[config.mk]
export PLATFORM = sky130hd
export DESIGN_NAME = servo_sync_write_packet_framer_top
export DESIGN_NICKNAME = d
export VERILOG_FILES = /design/src/rtl/sswpf_pkg.sv /design/src/rtl/servo_sync_write_packet_framer_top.sv /design/src/rtl/sswpf_front.sv /design/src/rtl/sswpf_queue.sv /design/src/rtl/sswpf_back.sv
export SDC_FILE = /design/constraint.sdc
export NUM_CORES = 1
export LEC_CHECK = 0
export BUFFER_PORTS_ARGS = -buffer_cell sky130_fd_sc_hd__buf_2
export CAP_MARGIN = 20
export CORE_MARGIN = 2
export CORE_UTILIZATION = 60
export DETAILED_ROUTE_END_ITERATION = 10
export PLACE_DENSITY_LB_ADDON = 0.15
export SYNTH_ARGS = -nofsm -noshare
export SYNTH_HDL_FRONTEND = slang
export SYNTH_SLANG_ARGS = --single-unit
[constraint.sdc]
create_clock -name clk -period 9.4 [get_ports clk]
set_input_delay 0.94 -clock clk [delete_from_list [all_inputs] [get_ports clk]]
set_output_delay 0.94 -clock clk [all_outputs]
set_load 0.005 [all_outputs]
[src/rtl/sswpf_pkg.sv]
`default_nettype none
package sswpf_pkg;

  localparam int QUEUE_DEPTH = 2;

  localparam logic [1:0] OP_SINGLE = 2'd0;
  localparam logic [1:0] OP_GROUP  = 2'd1;
  localparam logic [1:0] OP_IDW    = 2'd2;
  localparam logic [1:0] OP_NONE   = 2'd3;

  localparam logic [1:0] KIND_SINGLE = 2'd0;
  localparam logic [1:0] KIND_GROUP  = 2'd1;
  localparam logic [1:0] KIND_IDW    = 2'd2;

  localparam logic [1:0] REG_SINGLE_SPEED   = 2'd0;
  localparam logic [1:0] REG_GROUP_SPEED    = 2'd1;
  localparam logic [1:0] REG_GROUP_FIRST_ID = 2'd2;
  localparam logic [1:0] REG_GROUP_COUNT    = 2'd3;

  localparam logic [15:0] SINGLE_SPEED_RST   = 16'h0078;
  localparam logic [15:0] GROUP_SPEED_RST    = 16'd1023;
  localparam logic [7:0]  GROUP_FIRST_ID_RST = 8'd2;
  localparam logic [5:0]  GROUP_COUNT_RST    = 6'd20;

  localparam logic [7:0] BYTE_SYNC      = 8'hFF;
  localparam logic [7:0] BYTE_BCAST     = 8'hFE;
  localparam logic [7:0] INS_SYNC_WRITE = 8'h83;
  localparam logic [7:0] ADDR_GOAL      = 8'h1E;
  localparam logic [7:0] DATA_LEN       = 8'h04;
  localparam logic [7:0] INS_WRITE      = 8'h03;
  localparam logic [7:0] ADDR_ID        = 8'h03;
  localparam logic [7:0] LEN_SINGLE     = 8'h09;
  localparam logic [7:0] LEN_IDW        = 8'h04;
  localparam logic [7:0] LEN_BASE       = 8'h04;

  typedef struct packed {
    logic [1:0]  kind;
    logic        hdr;
    logic        close;
    logic [7:0]  id;
    logic [15:0] pos;
    logic [15:0] speed;
    logic [7:0]  len;
  } desc_t;

endpackage
`default_nettype wire

[src/rtl/servo_sync_write_packet_framer_top.sv]
`default_nettype none
// Servo bus instruction packet framer. Each accepted item becomes packet bytes on the out
// channel, one byte per transfer, in wire order: op 0 gives a 13-byte sync-write packet,
// op 2 an 8-byte ID-write packet, op 1 one group entry of 5 bytes, plus the 7-byte header
// on the first entry and the checksum byte on the final one (5 to 13 bytes), and op 3
// gives nothing and only drops a partly sent group. Bytes leave through the single byte
// register on the out channel and flow without gaps from one item to the next while
// out_ready stays high and the next item is queued. Items are classified on entry and
// held in a descriptor queue of QueueDepth entries, so up to QueueDepth items are taken
// while an earlier packet is still streaming; in_ready then drops until the back end
// starts the next one. Write configuration registers only while no bytes are pending.
module servo_sync_write_packet_framer_top #(
  parameter int QueueDepth = sswpf_pkg::QUEUE_DEPTH
) (
  input  wire         clk,
  input  wire         rst_n,
  input  wire         in_valid,
  output logic        in_ready,
  input  wire  [1:0]  in_op,
  input  wire  [7:0]  in_servo_id,
  input  wire  [15:0] in_position,
  output logic        out_valid,
  input  wire         out_ready,
  output logic [7:0]  out_tx_byte,
  output logic        out_packet_end,
  output logic        out_last,
  input  wire         cfg_valid,
  output logic        cfg_ready,
  input  wire  [1:0]  cfg_index,
  input  wire  [15:0] cfg_data
);
  import sswpf_pkg::*;

  logic  push;
  desc_t push_desc;
  logic  q_ready;
  logic  q_valid;
  desc_t q_desc;
  logic  pop;

  sswpf_front u_front (
    .clk         (clk),
    .rst_n       (rst_n),
    .in_valid    (in_valid),
    .in_ready    (in_ready),
    .in_op       (in_op),
    .in_servo_id (in_servo_id),
    .in_position (in_position),
    .cfg_valid   (cfg_valid),
    .cfg_ready   (cfg_ready),
    .cfg_index   (cfg_index),
    .cfg_data    (cfg_data),
    .push        (push),
    .push_desc   (push_desc),
    .q_ready     (q_ready)
  );

  sswpf_queue #(
    .Depth (QueueDepth)
  ) u_queue (
    .clk       (clk),
    .rst_n     (rst_n),
    .push      (push),
    .push_desc (push_desc),
    .q_ready   (q_ready),
    .q_valid   (q_valid),
    .q_desc    (q_desc),
    .pop       (pop)
  );

  sswpf_back u_back (
    .clk            (clk),
    .rst_n          (rst_n),
    .q_valid        (q_valid),
    .q_desc         (q_desc),
    .pop            (pop),
    .out_valid      (out_valid),
    .out_ready      (out_ready),
    .out_tx_byte    (out_tx_byte),
    .out_packet_end (out_packet_end),
    .out_last       (out_last)
  );
endmodule
`default_nettype wire

[src/rtl/sswpf_front.sv]
`default_nettype none
module sswpf_front (
  input  wire                 clk,
  input  wire                 rst_n,
  input  wire                 in_valid,
  output logic                in_ready,
  input  wire  [1:0]          in_op,
  input  wire  [7:0]          in_servo_id,
  input  wire  [15:0]         in_position,
  input  wire                 cfg_valid,
  output logic                cfg_ready,
  input  wire  [1:0]          cfg_index,
  input  wire  [15:0]         cfg_data,
  output logic                push,
  output sswpf_pkg::desc_t    push_desc,
  input  wire                 q_ready
);
  import sswpf_pkg::*;

  logic [15:0] single_speed_r;
  logic [15:0] group_speed_r;
  logic [7:0]  group_first_id_r;
  logic [5:0]  group_count_r;
  logic [5:0]  gidx_r;
  logic [5:0]  gidx_nxt;
  logic        accept;
  logic        gclose;
  logic [7:0]  glen;

  assign cfg_ready = 1'b1;
  assign in_ready  = q_ready;
  assign accept    = in_valid && in_ready;
  assign push      = accept && (in_op != OP_NONE);

  assign gclose = ({1'b0, gidx_r} + 7'd1) >= {1'b0, group_count_r};
  assign glen   = {group_count_r, 2'b00} + {2'b00, group_count_r} + LEN_BASE;

  always_comb begin
    push_desc       = '0;
    push_desc.pos   = in_position;
    push_desc.id    = in_servo_id;
    push_desc.hdr   = 1'b1;
    push_desc.close = 1'b1;
    gidx_nxt        = gidx_r;
    case (in_op)
      OP_SINGLE: begin
        push_desc.kind  = KIND_SINGLE;
        push_desc.speed = single_speed_r;
        push_desc.len   = LEN_SINGLE;
        gidx_nxt        = '0;
      end
      OP_GROUP: begin
        push_desc.kind  = KIND_GROUP;
        push_desc.speed = group_speed_r;
        push_desc.len   = glen;
        push_desc.id    = group_first_id_r + {2'b00, gidx_r};
        push_desc.hdr   = (gidx_r == '0);
        push_desc.close = gclose;
        gidx_nxt        = gclose ? '0 : gidx_r + 6'd1;
      end
      OP_IDW: begin
        push_desc.kind = KIND_IDW;
        push_desc.len  = LEN_IDW;
        gidx_nxt       = '0;
      end
      default: begin
        push_desc.kind = KIND_IDW;
        gidx_nxt       = '0;
      end
    endcase
  end

  always_ff @(posedge clk) begin
    if (!rst_n) begin
      single_speed_r   <= SINGLE_SPEED_RST;
      group_speed_r    <= GROUP_SPEED_RST;
      group_first_id_r <= GROUP_FIRST_ID_RST;
      group_count_r    <= GROUP_COUNT_RST;
      gidx_r           <= '0;
    end else begin
      if (accept) gidx_r <= gidx_nxt;
      if (cfg_valid && cfg_ready) begin
        case (cfg_index)
          REG_SINGLE_SPEED:   single_speed_r   <= cfg_data;
          REG_GROUP_SPEED:    group_speed_r    <= cfg_data;
          REG_GROUP_FIRST_ID: group_first_id_r <= cfg_data[7:0];
          REG_GROUP_COUNT:    group_count_r    <= cfg_data[5:0];
          default: ;
        endcase
      end
    end
  end
endmodule
`default_nettype wire

[src/rtl/sswpf_queue.sv]
`default_nettype none
module sswpf_queue #(
  parameter int Depth = sswpf_pkg::QUEUE_DEPTH
) (
  input  wire                 clk,
  input  wire                 rst_n,
  input  wire                 push,
  input  sswpf_pkg::desc_t    push_desc,
  output logic                q_ready,
  output logic                q_valid,
  output sswpf_pkg::desc_t    q_desc,
  input  wire                 pop
);
  import sswpf_pkg::*;

  localparam int PtrW = (Depth > 1) ? $clog2(Depth) : 1;
  localparam int CntW = $clog2(Depth + 1);

  desc_t           slot_r [Depth];
  logic [PtrW-1:0] wr_ptr_r;
  logic [PtrW-1:0] rd_ptr_r;
  logic [CntW-1:0] count_r;
  logic            do_push;
  logic            do_pop;

  function automatic logic [PtrW-1:0] wrap_inc(input logic [PtrW-1:0] p);
    return (p == PtrW'(Depth - 1)) ? '0 : p + PtrW'(1);
  endfunction

  assign q_ready = (count_r != CntW'(Depth));
  assign q_valid = (count_r != '0);
  assign q_desc  = slot_r[rd_ptr_r];
  assign do_push = push && q_ready;
  assign do_pop  = pop && q_valid;

  always_ff @(posedge clk) begin
    if (do_push) slot_r[wr_ptr_r] <= push_desc;
  end

  always_ff @(posedge clk) begin
    if (!rst_n) begin
      wr_ptr_r <= '0;
      rd_ptr_r <= '0;
      count_r  <= '0;
    end else begin
      if (do_push) wr_ptr_r <= wrap_inc(wr_ptr_r);
      if (do_pop)  rd_ptr_r <= wrap_inc(rd_ptr_r);
      if (do_push && !do_pop)      count_r <= count_r + CntW'(1);
      else if (do_pop && !do_push) count_r <= count_r - CntW'(1);
    end
  end
endmodule
`default_nettype wire

[src/rtl/sswpf_back.sv]
`default_nettype none
module sswpf_back (
  input  wire                 clk,
  input  wire                 rst_n,
  input  wire                 q_valid,
  input  sswpf_pkg::desc_t    q_desc,
  output logic                pop,
  output logic                out_valid,
  input  wire                 out_ready,
  output logic [7:0]          out_tx_byte,
  output logic                out_packet_end,
  output logic                out_last
);
  import sswpf_pkg::*;

  localparam logic [3:0] STEP_SYNC0  = 4'd0;
  localparam logic [3:0] STEP_SYNC1  = 4'd1;
  localparam logic [3:0] STEP_BCAST  = 4'd2;
  localparam logic [3:0] STEP_LEN    = 4'd3;
  localparam logic [3:0] STEP_INS    = 4'd4;
  localparam logic [3:0] STEP_ADDR   = 4'd5;
  localparam logic [3:0] STEP_DLEN   = 4'd6;
  localparam logic [3:0] STEP_ID     = 4'd7;
  localparam logic [3:0] STEP_POS_LO = 4'd8;
  localparam logic [3:0] STEP_POS_HI = 4'd9;
  localparam logic [3:0] STEP_SPD_LO = 4'd10;
  localparam logic [3:0] STEP_SPD_HI = 4'd11;
  localparam logic [3:0] STEP_CK     = 4'd12;

  desc_t      desc_r;
  logic       busy_r;
  logic [3:0] step_r;
  logic [7:0] sum_r;
  logic [7:0] sum_nxt;
  logic       out_valid_r;
  logic [7:0] tx_byte_r;
  logic       packet_end_r;
  logic       last_r;
  logic [7:0] cur_byte;
  logic       is_idw;
  logic       ck_step;
  logic       is_last;
  logic       summed;
  logic       out_free;
  logic       adv;

  assign is_idw   = (desc_r.kind == KIND_IDW);
  assign ck_step  = is_idw ? (step_r == STEP_ID) : (step_r == STEP_CK);
  assign is_last  = ck_step
                 || ((desc_r.kind == KIND_GROUP) && !desc_r.close && (step_r == STEP_SPD_HI));
  assign summed   = (step_r >= STEP_BCAST) && !ck_step;
  assign out_free = !out_valid_r || out_ready;
  assign adv      = busy_r && out_free;
  assign pop      = q_valid && (!busy_r || (adv && is_last));

  always_comb begin
    case (step_r)
      STEP_SYNC0:  cur_byte = BYTE_SYNC;
      STEP_SYNC1:  cur_byte = BYTE_SYNC;
      STEP_BCAST:  cur_byte = BYTE_BCAST;
      STEP_LEN:    cur_byte = desc_r.len;
      STEP_INS:    cur_byte = is_idw ? INS_WRITE : INS_SYNC_WRITE;
      STEP_ADDR:   cur_byte = is_idw ? ADDR_ID : ADDR_GOAL;
      STEP_DLEN:   cur_byte = is_idw ? desc_r.id : DATA_LEN;
      STEP_ID:     cur_byte = is_idw ? ~sum_r : desc_r.id;
      STEP_POS_LO: cur_byte = desc_r.pos[7:0];
      STEP_POS_HI: cur_byte = desc_r.pos[15:8];
      STEP_SPD_LO: cur_byte = desc_r.speed[7:0];
      STEP_SPD_HI: cur_byte = desc_r.speed[15:8];
      STEP_CK:     cur_byte = ~sum_r;
      default:     cur_byte = BYTE_SYNC;
    endcase
  end

  always_comb begin
    sum_nxt = sum_r;
    if (adv && (step_r == STEP_BCAST)) sum_nxt = cur_byte;
    else if (adv && summed)            sum_nxt = sum_r + cur_byte;
  end

  always_ff @(posedge clk) begin
    if (pop) desc_r <= q_desc;
    if (adv) begin
      tx_byte_r    <= cur_byte;
      packet_end_r <= ck_step;
      last_r       <= is_last;
    end
  end

  always_ff @(posedge clk) begin
    if (!rst_n) begin
      busy_r      <= 1'b0;
      step_r      <= STEP_SYNC0;
      sum_r       <= '0;
      out_valid_r <= 1'b0;
    end else begin
      sum_r <= sum_nxt;
      if (pop) begin
        busy_r <= 1'b1;
        step_r <= ((q_desc.kind == KIND_GROUP) && !q_desc.hdr) ? STEP_ID : STEP_SYNC0;
      end else if (adv && is_last) begin
        busy_r <= 1'b0;
      end else if (adv) begin
        step_r <= step_r + 4'd1;
      end
      if (adv)            out_valid_r <= 1'b1;
      else if (out_ready) out_valid_r <= 1'b0;
    end
  end

  assign out_valid      = out_valid_r;
  assign out_tx_byte    = tx_byte_r;
  assign out_packet_end = packet_end_r;
  assign out_last       = last_r;
endmodule
`default_nettype wire

==> results.md, run 1 <==
* DIE AREA at 18200 um2
* Die width at 135 um
* Worst path slowest cell: ha_1
* Number of distinct library cells after synthesis at 65
* Met3 usage at 3.45%
* CP max FO at 16
* CP dominant cell by count: a21oi_1
* Congestion Overflow GR at 0
* Final Cell Area at 11600 um2
* Dpl hpwl at 15000 um
* Ys Warns at 0
* Row count at 47
* Post-Synthesis Cell Area at 10300 um2
* Final TNS setup at 0 ns
* Initial DRT Pass Iterations at 5
* CTS tree: yes
* DP Worst Slack at 5.60 ns
* TritonCTS buffer count at 24
* Relative slew slack at 43.4%
* Post-Layout Cell Count at 1130
* Vias in the first global route at 6544
* Synth Net Count at 924
* CP required at 9.80 ns
* Crit-path cells: ha_1 > nor3_1 > a21oi_1 > a2bb2oi_1 > o21ai_0 > a211o_1 > fa_1 > a21o_1 > a21oi_1 > o21bai_1 > a21oi_1 > nor4b_1 > or3b_1
* Worst Path Arrival at 4.28 ns
* Wirelength, routed at 22200 um
* Fill count at 1190
* Ys async rst share at 0%
* Number of I/O pins at 62
* CTS Root Cell: clkbuf_16
* Actual slew at the worst max-slew pin at 0.849 ns
* Flops & latches, synth at 236
* Global placement routability congestion at 0.922
* CTS resizes at 0
* Final ANT Viol Nets at 0
* Most used routing layer: met2
* Synth Flop Type: edfxtp_1
* DRC viols at 0
* Synth top area cells: edfxtp_1 48%, dfxtp_1 14%, mux2_2 5.6%, nand2_1 4.4%, ha_1 4.3%
* Fraction of layout cells with a size suffix above 1 at 18.0%
* DR vias/cell at 5.89
* Area leader, netlist: edfxtp_1
* Nets at 979
* Drt initial violations at 553
* Max H-tree Level at 1
* Worst-Skew Late Latency at 0.53 ns
* Core Area at 16600 um2
* Max Freq at 258 MHz
* Final setup violation count at 0
* Tightest Hold Check Type: flop to flop
* Final Hold Viols at 0
* Fin crit period at 3.87 ns
* Total chip power at 0.00333 W
* Dpl cells at 1085
* Clk sinks at 236
* Slew Limit Fails at 0
* Max-Cap Viols at 0
* Area growth syn-to-layout at 12.9%
* Cell with the most instances after synthesis: edfxtp_1
* Met1 Usage GRT at 34.0%
* Startpoint types: flop
* Met2 GRT Util at 42.4%
* Die Y at 135 um
* Clock Path Buffers at 3
* Pin count of the biggest net entering global routing at 53
* Status: finished clean
* PwrDens at 287 nW/um2
* Initial antenna violation count at 0
* Register area share after synthesis at 62.1%
* Syn_area_per_cell at 12.3 um2
* Post-synth EDFFs at 165
* Post-CTS Setup Bufs at 0
* Placed Area at 10700 um2
* Via count at 6655
* Commonest cells in the netlist: 165 x edfxtp_1, 119 x nand2_1, 71 x dfxtp_1, 56 x a21oi_1
* Wire length per cell at 19.7 um
* Kind of critical path: flop to flop
* Post-route clock skew at 0.0106 ns
* Total Routing Usage GR at 25.1%
* Input/output buffers at 60
* Max incr delay on CP at 0.58 ns
* CTS clock-pin slew for the worst setup and hold paths at 0.06 ns
* Nature of the critical path endpoint: flop
* Final period utilization at 41.2%
* RSZ-0062 raised after global routing: false
* Setup ws final at 5.53 ns
* Worst IR Drop VDD at 0.168 mV
* Initial core utilization at 61.7%
* Leak at 4.40 nW
* Post-synth top area share at 48.3%
* Antenna cells at 0
* First-pass GRT wire length at 35100 um
* Mapped Cells at 837
* Cts hold-fix bufs at 0
report_power, final:
part | total (W) | internal [W] | switching, W
clock | 0.000994 | 0.000606 | 0.000388
combinational | 0.000868 | 0.000344 | 0.000524
sequential | 0.00147 | 0.00137 | 0.0000959
total | 0.00333 | 0.00232 | 0.00101
per-stage QoR:
step / util [%] / hold WS (ns)
global placement: 64.5 / 0.442
detailed placement: 64.5 / 0.447
CTS: 69.5 / 0.454
global route: 69.7 / 0.481
finish: 69.7 / 0.455
floorplan: - / 0.436
critical path, delay by kind of cell, from the launching register on:
kind,cells,cell delay [ns]
AO/OA/AOI/OAI,8,1.72
adder cells (fa/ha/maj),2,1.02
AND/OR/NAND/NOR,3,0.58
flip-flops,1,0.42
cell families (layout without fill, tap and decap cells):
logic type      after synthesis  after routing  share of synthesized area [%]
compound gates              149            149                           9.39
mux                          79             79                           8.34
xor+xnor                     19             19                           1.62
fa+ha+maj                    38             38                           4.85
simple gates                248            248                           11.0
flops                       236            236                           62.1
buf+inv                      67            140                           2.65
other cells                   1              1                         0.0365
layout make-up:
| class | count | area [um2] | share of cell area (%) |
|---|---|---|---|
| inverters | 30 | 113 | 0.971 |
| multi-input cells | 534 | 3630 | 31.3 |
| flip-flops and latches | 236 | 6380 | 55.0 |
| repair buffers | 66 | 358 | 3.09 |
| clock buffers | 32 | 661 | 5.70 |
| well taps | 220 | 275 | 2.37 |
| clock inverters | 12 | 183 | 1.58 |
registers in the layout, indices dropped and copies added, names as in the netlist, 2 cells and up, named ones only:
| name | cells |
|---|---|
| u_back.out_tx_byte | 8 |
| u_front.group_first_id_r | 8 |
| u_queue.slot_r | 104 |
| u_back.desc_r | 51 |
| u_back.sum_r | 8 |
| u_front.group_count_r | 6 |
| u_front.gidx_r | 6 |
| u_front.single_speed_r | 16 |
| u_queue.count_r | 2 |
| u_back.step_r | 4 |
| u_front.group_speed_r | 16 |
final timing paths:
kind,depth (start not counted),from,slack (ns),end
worst max-delay path,13,u_back.step_r[0],5.53,u_back.sum_r[6]
worst min-delay path,2,u_front.single_speed_r[1],0.45,u_front.single_speed_r[1]
worst max register to register,13,u_back.step_r[0],5.53,u_back.sum_r[6]
worst min register to register,2,u_front.single_speed_r[1],0.45,u_front.single_speed_r[1]
per-layer routing:
| layer | routed length [um] | vias to the layer above |
|---|---|---|
| met3 | 1090 | 45 |
| met4 | 587 | 0 |
| li1 | - | 3165 |
| met2 | 11000 | 202 |
| met5 | 0 | - |
| met1 | 9490 | 3243 |
cells in the final DEF (no fill, tap or decap), drive strengths merged, types with 30 or more instances in the layout:
cell type    n
clkbuf      32
buf         66
nand2      119
ha          35
edfxtp     165
nor2        52
a21oi       57
dfxtp       71
mux2        52
inv         30
No activity file was read; power rests on OpenSTA's default activity.
==> inputs of run 2 (changes only) <==
- CORE_UTILIZATION: 60 -> 55
- clock period: 9.4 -> 3.2 ns (I/O delays scaled with it)
==> results.md, run 2 (synthesized netlist as in run 1, its figures left out) <==
* Status: finished clean (unchanged)
* CTS Root Cell: clkbuf_16 (unchanged)
* Cell Int Power at 0.00735 W (was 0.00232 W)
* Final Hold Viols at 0 (unchanged)
* TritonCTS buffer count at 24 (unchanged)
* Fin crit period at 3.18 ns (was 3.87 ns)
* DIE AREA at 19800 um2 (was 18200 um2)
* Global placement routability congestion at 0.954 (was 0.922)
* Reg2reg start: u_back.step_r[1] (was u_back.step_r[0])
* Core Area at 18100 um2 (was 16600 um2)
* Final ANT Viol Nets at 0 (unchanged)
* Commonest non-fill, non-tap cell in the layout: edfxtp_1 (unchanged)
* Wirelength, routed at 23200 um (was 22200 um)
* Actual slew at the worst max-slew pin at 0.709 ns (was 0.849 ns)
* Pin count of the biggest net entering global routing at 53 (unchanged)
* Max reg flops at 104 (unchanged)
* Biggest registers after layout: u_queue.slot_r x104, u_back.desc_r x51 (unchanged)
* Sequential Power Share at 41.6% (was 44.1%)
* Crit. Startpoint: u_back.step_r[1] (was u_back.step_r[0])
* Nets at 1061 (was 979)
* Wire length per cell at 19.0 um (was 19.7 um)
* DR vias/cell at 5.63 (was 5.89)
* First-pass GRT wire length at 36400 um (was 35100 um)
* Clock share of power at 26.4% (was 29.9%)
* Largest register by flop count: u_queue.slot_r (unchanged)
* Worst Path Arrival at 3.57 ns (was 4.28 ns)
* CTS tree: yes (unchanged)
* Initial DRT Pass Iterations at 5 (unchanged)
* Slew Limit Fails at 0 (unchanged)
* Kind of critical path: flop to flop (unchanged)
* Leak at 4.77 nW (was 4.40 nW)
* Gate power share at 32.0% (was 26.1%)
* Vias in the first global route at 6999 (was 6544)
* Die width at 141 um (was 135 um)
* Worst setup path end: u_back.sum_r[6] (unchanged)
* Initial antenna violation count at 0 (unchanged)
* Hold path startpoint: cfg_data[8] (was u_front.single_speed_r[1])
* Placed Area at 11100 um2 (was 10700 um2)
* Number of I/O pins at 62 (unchanged)
* RSZ-0062 raised after global routing: true (was false)
* Worst IR Drop VDD at 0.514 mV (was 0.168 mV)
* Worst r2r dst: u_back.sum_r[6] (unchanged)
* Tightest Hold Check Type: primary input to flop (was flop to flop)
* Post-route clock skew at 0.0132 ns (was 0.0106 ns)
* CP required at 3.59 ns (was 9.80 ns)
* Reg2Reg Depth at 14 (was 13)
* Worst-Skew Late Latency at 0.51 ns (was 0.53 ns)
* Input/output buffers at 60 (unchanged)
* Nature of the critical path endpoint: flop (unchanged)
* Final period utilization at 99.4% (was 41.2%)
* Total Routing Usage GR at 23.4% (was 25.1%)
* Relative slew slack at 52.7% (was 43.4%)
* Setup ws final at 0.0188 ns (was 5.53 ns)
* Drt initial violations at 439 (was 553)
* Fraction of layout cells with a size suffix above 1 at 26.6% (was 18.0%)
* CP max FO at 5 (was 16)
* Via count at 6875 (was 6655)
* Congestion Overflow GR at 0 (unchanged)
* Total chip power at 0.0105 W (was 0.00333 W)
* Post-Layout Cell Count at 1221 (was 1130)
* Die Y at 141 um (was 135 um)
* Sw Ratio at 30.3% (about the same)
* Max-Cap Viols at 0 (unchanged)
* Initial core utilization at 56.6% (was 61.7%)
* Most frequent cells in the layout: 165 x edfxtp_1, 117 x nand2_1, 68 x buf_4 (was 165 x edfxtp_1, 119 x nand2_1, 70 x dfxtp_1)
* DRC viols at 0 (unchanged)
* Switching Power at 0.00319 W (was 0.00101 W)
* Startpoint types: flop (unchanged)
* Dpl hpwl at 15900 um (was 15000 um)
* Clk sinks at 236 (unchanged)
* Clock Path Buffers at 3 (unchanged)
* Dpl cells at 1140 (was 1085)
* Row count at 49 (was 47)
* Setup slack, reg-to-reg at 0.02 ns (was 5.53 ns)
* CTS clock-pin slew for the worst setup and hold paths at 0.06 ns (about the same)
* Area growth syn-to-layout at 21.3% (was 12.9%)
* Max Freq at 314 MHz (was 258 MHz)
* Antenna cells at 0 (unchanged)
* Final Cell Area at 12400 um2 (was 11600 um2)
* Max H-tree Level at 1 (unchanged)
* Final setup violation count at 0 (unchanged)
* PwrDens at 847 nW/um2 (was 287 nW/um2)
* DP Worst Slack at -0.195 ns (was 5.60 ns)
## run 2: cell count changes in the layout (fill, tap and decap cells not counted), sizes merged
cell         change
buf             +65
dlygate4sd3     +16
clkinvlp         +2
bufinv           -1
clkbuf           +1
clkinv           -1
## run 2: stage by stage
step	hold WS (ns)	util, %	setup TNS [ns]
floorplan	0.419	-	0
global placement	0.441	61.2	-0.193
detailed placement	0.448	61.2	-0.440
CTS	0.0214	67.2	0
global route	0.0474	68.6	-0.245
finish	0.0428	68.6	0
## run 2: metal layers
| metal | wire (um) | GRT usage, % |
|---|---|---|
| met1 | 9970 | 30.8 |
| met2 | 11300 | 39.8 |
| met3 | 884 | 2.89 |
| met4 | 999 | 9.47 |
| met5 | 0 | 0 |
## run 2: critical path, stage by stage (launching register included)
cell and delay, ns:
dfxtp_4 0.37, ha_4 0.18, buf_4 0.15, a222oi_1 0.36, o21ai_1 0.13, nand2_1 0.10
nand4_1 0.16, ha_2 0.25, fa_2 0.34, a21o_1 0.17, a21oi_2 0.16, o21bai_1 0.09
a21oi_2 0.16, nor4b_1 0.08, or3b_1 0.36
## run 2: final cells by class
| class | instances | area (um2) |
|---|---|---|
| timing repair buffer | 148 | 1040 |
| clock inverter | 12 | 136 |
| tap | 229 | 287 |
| fill | 1331 | 5700 |
| inverter | 30 | 118 |
| clock buffer | 32 | 652 |
| sequential | 236 | 6390 |
| multi-input combinational | 534 | 3830 |
## run 2: repair_timing
| action | in CTS | in global routing |
|---|---|---|
| hold buffers | 16 | 0 |
| endpoints found under the setup margin | 3 | 4 |
| gates resized for setup | 12 | 39 |
| endpoints found under the hold margin | 32 | 0 |
| cloned | 0 | 1 |
| pin swaps | 11 | 19 |
| buffers inserted | 13 | 7 |
## run 2: power by group through the flow
stage | clock network, W | logic, W | registers (W)
after global placement | 0 | 0.00278 | 0.00440
final | 0.00278 | 0.00337 | 0.00438
after global routing | 0.00295 | 0.00365 | 0.00444
after detailed placement | 0 | 0.00283 | 0.00441
after CTS | 0.00283 | 0.00302 | 0.00436
after floorplan | 0 | 0.00183 | 0.00426
## run 2: worst min path at each step
| stage | to | slack [ns] | depth (start not counted) |
|---|---|---|---|
| 2_1_floorplan | u_queue.slot_r[0][24] | 0.42 | 0 |
| 3_3_place_gp | u_front.single_speed_r[11] | 0.44 | 2 |
| 3_5_place_dp | u_front.single_speed_r[11] | 0.45 | 2 |
| 4_1_cts | u_front.group_speed_r[8] | 0.02 | 3 |
| 5_1_grt | u_front.group_speed_r[8] | 0.05 | 3 |
| 6_report | u_front.group_speed_r[8] | 0.04 | 3 |
==> inputs of run 3 (changes only) <==
- BUFFER_PORTS_ARGS: -buffer_cell sky130_fd_sc_hd__buf_2 -> -buffer_cell sky130_fd_sc_hd__buf_4
- CELL_PAD_IN_SITES_DETAIL_PLACEMENT: default -> 1
- CELL_PAD_IN_SITES_GLOBAL_PLACEMENT: default -> 2
- CORE_UTILIZATION: 55 -> 38
- SYNTH_HIERARCHICAL: default -> 1
==> results.md, run 3 <==
* Status: finished clean (unchanged)
* Max Freq at 330 MHz (was 314 MHz)
* Vias in the first global route at 7282 (was 6999)
* Ys Warns at 6 (was 0)
* DRC viols at 0 (unchanged)
* Most frequent cells in the layout: 165 x edfxtp_1, 115 x nand2_1, 94 x buf_4 (was 165 x edfxtp_1, 117 x nand2_1, 68 x buf_4)
* First-pass GRT wire length at 40400 um (was 36400 um)
* Register area share after synthesis at 60.1% (was 62.1%)
* Wire length on met2 at 12400 um (was 11300 um)
* CTS Root Cell: clkbuf_16 (unchanged)
* Initial DRT Pass Iterations at 4 (was 5)
* Post-route clock skew at 0.00655 ns (was 0.0132 ns)
* Top cell family by delay on the critical path: compound AO/OA/AOI/OAI gates (unchanged)
* Commonest non-fill, non-tap cell in the layout: edfxtp_1 (unchanged)
* DP Worst Slack at -0.0910 ns (was -0.195 ns)
* Final setup violation count at 0 (unchanged)
* Actual slew at the worst max-slew pin at 0.800 ns (was 0.709 ns)
* Synth top area cells: edfxtp_1 47%, dfxtp_1 13%, mux2_2 5.6%, ha_1 4.1%, nand2_1 4.1% (was edfxtp_1 48%, dfxtp_1 14%, mux2_2 5.6%, nand2_1 4.4%, ha_1 4.3%)
* Clock Path Buffers at 3 (unchanged)
* DIE AREA at 29300 um2 (was 19800 um2)
* Pin count of the biggest net entering global routing at 61 (was 53)
* CP max FO at 7 (was 5)
* DR vias/cell at 4.99 (was 5.63)
* Dpl hpwl at 18200 um (was 15900 um)
* Via count at 6725 (was 6875)
* TritonCTS buffer count at 26 (was 24)
* Initial core utilization at 38.4% (was 56.6%)
* Initial antenna violation count at 0 (unchanged)
* Wire length on met3 at 816 um (was 884 um)
* Post-synth EDFFs at 165 (unchanged)
* Core Area at 27600 um2 (was 18100 um2)
* Post-synth top area share at 46.7% (was 48.3%)
* Fraction of layout cells with a size suffix above 1 at 25.1% (was 26.6%)
* WHS at 0.0458 ns (was 0.0428 ns)
* Area growth syn-to-layout at 20.1% (was 21.3%)
* Worst IR Drop VDD at 0.347 mV (was 0.514 mV)
* Syn_area_per_cell at 12.3 um2 (about the same)
* Biggest registers after layout: u_queue/slot_r x104, u_back/desc_r x51 (was u_queue.slot_r x104, u_back.desc_r x51)
* Area leader, netlist: edfxtp_1 (unchanged)
* Wirelength, routed at 25500 um (was 23200 um)
* Synth Net Count at 951 (was 924)
* Drt initial violations at 312 (was 439)
* Leak at 4.78 nW (was 4.77 nW)
* Flops & latches, synth at 236 (unchanged)
* Max incr delay on CP at 0.38 ns (was 0.37 ns)
* CTS clock-pin slew for the worst setup and hold paths at 0.06 ns (about the same)
* Final Hold Viols at 0 (unchanged)
* Largest register by flop count: u_queue/slot_r (was u_queue.slot_r)
* Relative slew slack at 46.5% (was 52.7%)
* Nets at 1037 (was 1061)
* Max reg flops at 104 (unchanged)
* Congestion Overflow GR at 0 (unchanged)
* Buf+Inv Stages, Crit Path at 2 (was 1)
* Die Y at 171 um (was 141 um)
* Kind of critical path: flop to flop (unchanged)
* Startpoint types: flop (unchanged)
* Die width at 171 um (was 141 um)
* Final period utilization at 94.6% (was 99.4%)
* Slew Limit Fails at 0 (unchanged)
* CP required at 3.65 ns (was 3.59 ns)
* Input/output buffers at 60 (unchanged)
* Ys async rst share at 0% (unchanged)
* Total Routing Usage GR at 17.8% (was 23.4%)
* Number of distinct library cells after synthesis at 74 (was 65)
* Fill count at 2897 (was 1331)
* Setup slack, reg-to-reg at 0.17 ns (was 0.02 ns)
* PwrDens at 796 nW/um2 (was 847 nW/um2)
* Clk sinks at 236 (unchanged)
* Commonest cells in the netlist: 165 x edfxtp_1, 115 x nand2_1, 71 x dfxtp_1, 53 x mux2_2, 46 x nor2_1 (was 165 x edfxtp_1, 119 x nand2_1, 71 x dfxtp_1, 56 x a21oi_1)
* Wire length per cell at 18.9 um (was 19.0 um)
* CTS tree: yes (unchanged)
* Tightest Hold Check Type: primary input to flop (unchanged)
* CP dominant cell by count: a21oi_2 (unchanged)
* Global placement routability congestion at 0.842 (was 0.954)
* DRT met1 WL at 11600 um (was 9970 um)
* Number of I/O pins at 62 (unchanged)
* Worst path slowest cell: dfxtp_4 (unchanged)
* Worst Path Arrival at 3.48 ns (was 3.57 ns)
* Fin crit period at 3.03 ns (was 3.18 ns)
* DR top layer: met4 (unchanged)
* Max H-tree Level at 1 (unchanged)
* Post-CTS Setup Bufs at 0 (was 13)
* Row count at 61 (was 49)
* Post-Synthesis Cell Area at 10600 um2 (was 10300 um2)
* Antenna cells at 0 (unchanged)
* Final ANT Viol Nets at 0 (unchanged)
* Crit-path cells: inv_2 > ha_4 > buf_4 > a22oi_1 > nand2_1 > o2bb2ai_1 > a2111o_1 > ha_2 > fa_2 > a21o_1 > a21oi_2 > o21bai_1 > a21oi_2 > nand4_1 > o221ai_2 (was ha_4 > buf_4 > a222oi_1 > o21ai_1 > nand2_1 > nand4_1 > ha_2 > fa_2 > a21o_1 > a21oi_2 > o21bai_1 > a21oi_2 > nor4b_1 > or3b_1)
* Synth Flop Type: edfxtp_1 (unchanged)
* Setup ws final at 0.174 ns (was 0.0188 ns)
* Worst-Skew Late Latency at 0.52 ns (was 0.51 ns)
* Nature of the critical path endpoint: flop (unchanged)
* Cell with the most instances after synthesis: edfxtp_1 (unchanged)
* Mapped Cells at 864 (was 837)
* Max-Cap Viols at 0 (unchanged)
* RSZ-0062 raised after global routing: false (was true)
==> run 3: cell types whose count changed after synthesis, sizes merged, moves of 4 or more <==
cell,before,now
a211oi,2,7
a21boi,1,29
a21oi,57,29
and2,2,8
buf,15,43
clkbuf,22,16
nand2,119,115
nor2,52,47
nor3,4,8
==> run 3: final cells by class <==
class                      instances  area, um2  share of cell area (%)
timing repair buffer             117        960                    7.52
clock inverter                    12        175                    1.37
clock buffer                      35        724                    5.68
sequential                       236       6380                    50.1
multi-input combinational        540       3920                    30.8
tap                              378        473                    3.71
inverter                          29        115                   0.902
==> run 3: final timing paths <==
kind                                                 from                         to  cells past startpoint
worst min-delay path                          cfg_data[7]   u_front/group_speed_r[7]                      3
worst min register to register  u_front/single_speed_r[0]  u_front/single_speed_r[0]                      2
worst max register to register           u_back/step_r[0]            u_back/sum_r[6]                     15
worst max-delay path                     u_back/step_r[0]            u_back/sum_r[6]                     15
==> run 3: cells by family after synthesis <==
family,after synthesis,synth area share [%]
AOI/OAI and AO/OA,157,10.5
muxes,78,7.98
DFF,236,60.1
buffers and inverters,88,4.30
and+or+nand+nor,247,10.9
xor gates and xnor gates,19,1.57
other,1,0.0353
adders and majority gates,38,4.69
==> run 3: metal layers <==
metal / global-route usage [%] / vias up
met5: 0 / -
met4: 4.86 / 0
met3: 2.48 / 34
met2: 30.9 / 101
met1: 23.2 / 3303
li1: - / 3287
==> run 3: per-stage QoR <==
step	setup TNS (ns)	instances	power [W]	utilization [%]	area, um2
finish	0	1347	0.0102	46.2	12800
CTS	0	1347	0.0102	45.8	12600
floorplan	0	864	0.00603	-	10600
detailed placement	-0.164	1282	0.00698	41.8	11500
global route	0	1347	0.0107	46.2	12800
global placement	0	1281	0.00693	41.7	11500
==> run 3: repair_timing <==
action	4_1_cts	5_1_grt
resized for setup	7	26
hold buffers	18	0
endpoints found under the setup margin	3	6
pin swaps	1	10
hold endpoints to repair	34	0
==> run 3: power breakdown <==
part	total (W)	switching (W)	internal, W
clock network	0.00309	0.00118	0.00191
logic	0.00256	0.00137	0.00119
registers	0.00450	0.000359	0.00414
==> run 3: worst min-delay path: stages <==
cell	delay, ns
buf_4	0.10
nand2_1	0.05
nand3_1	0.07
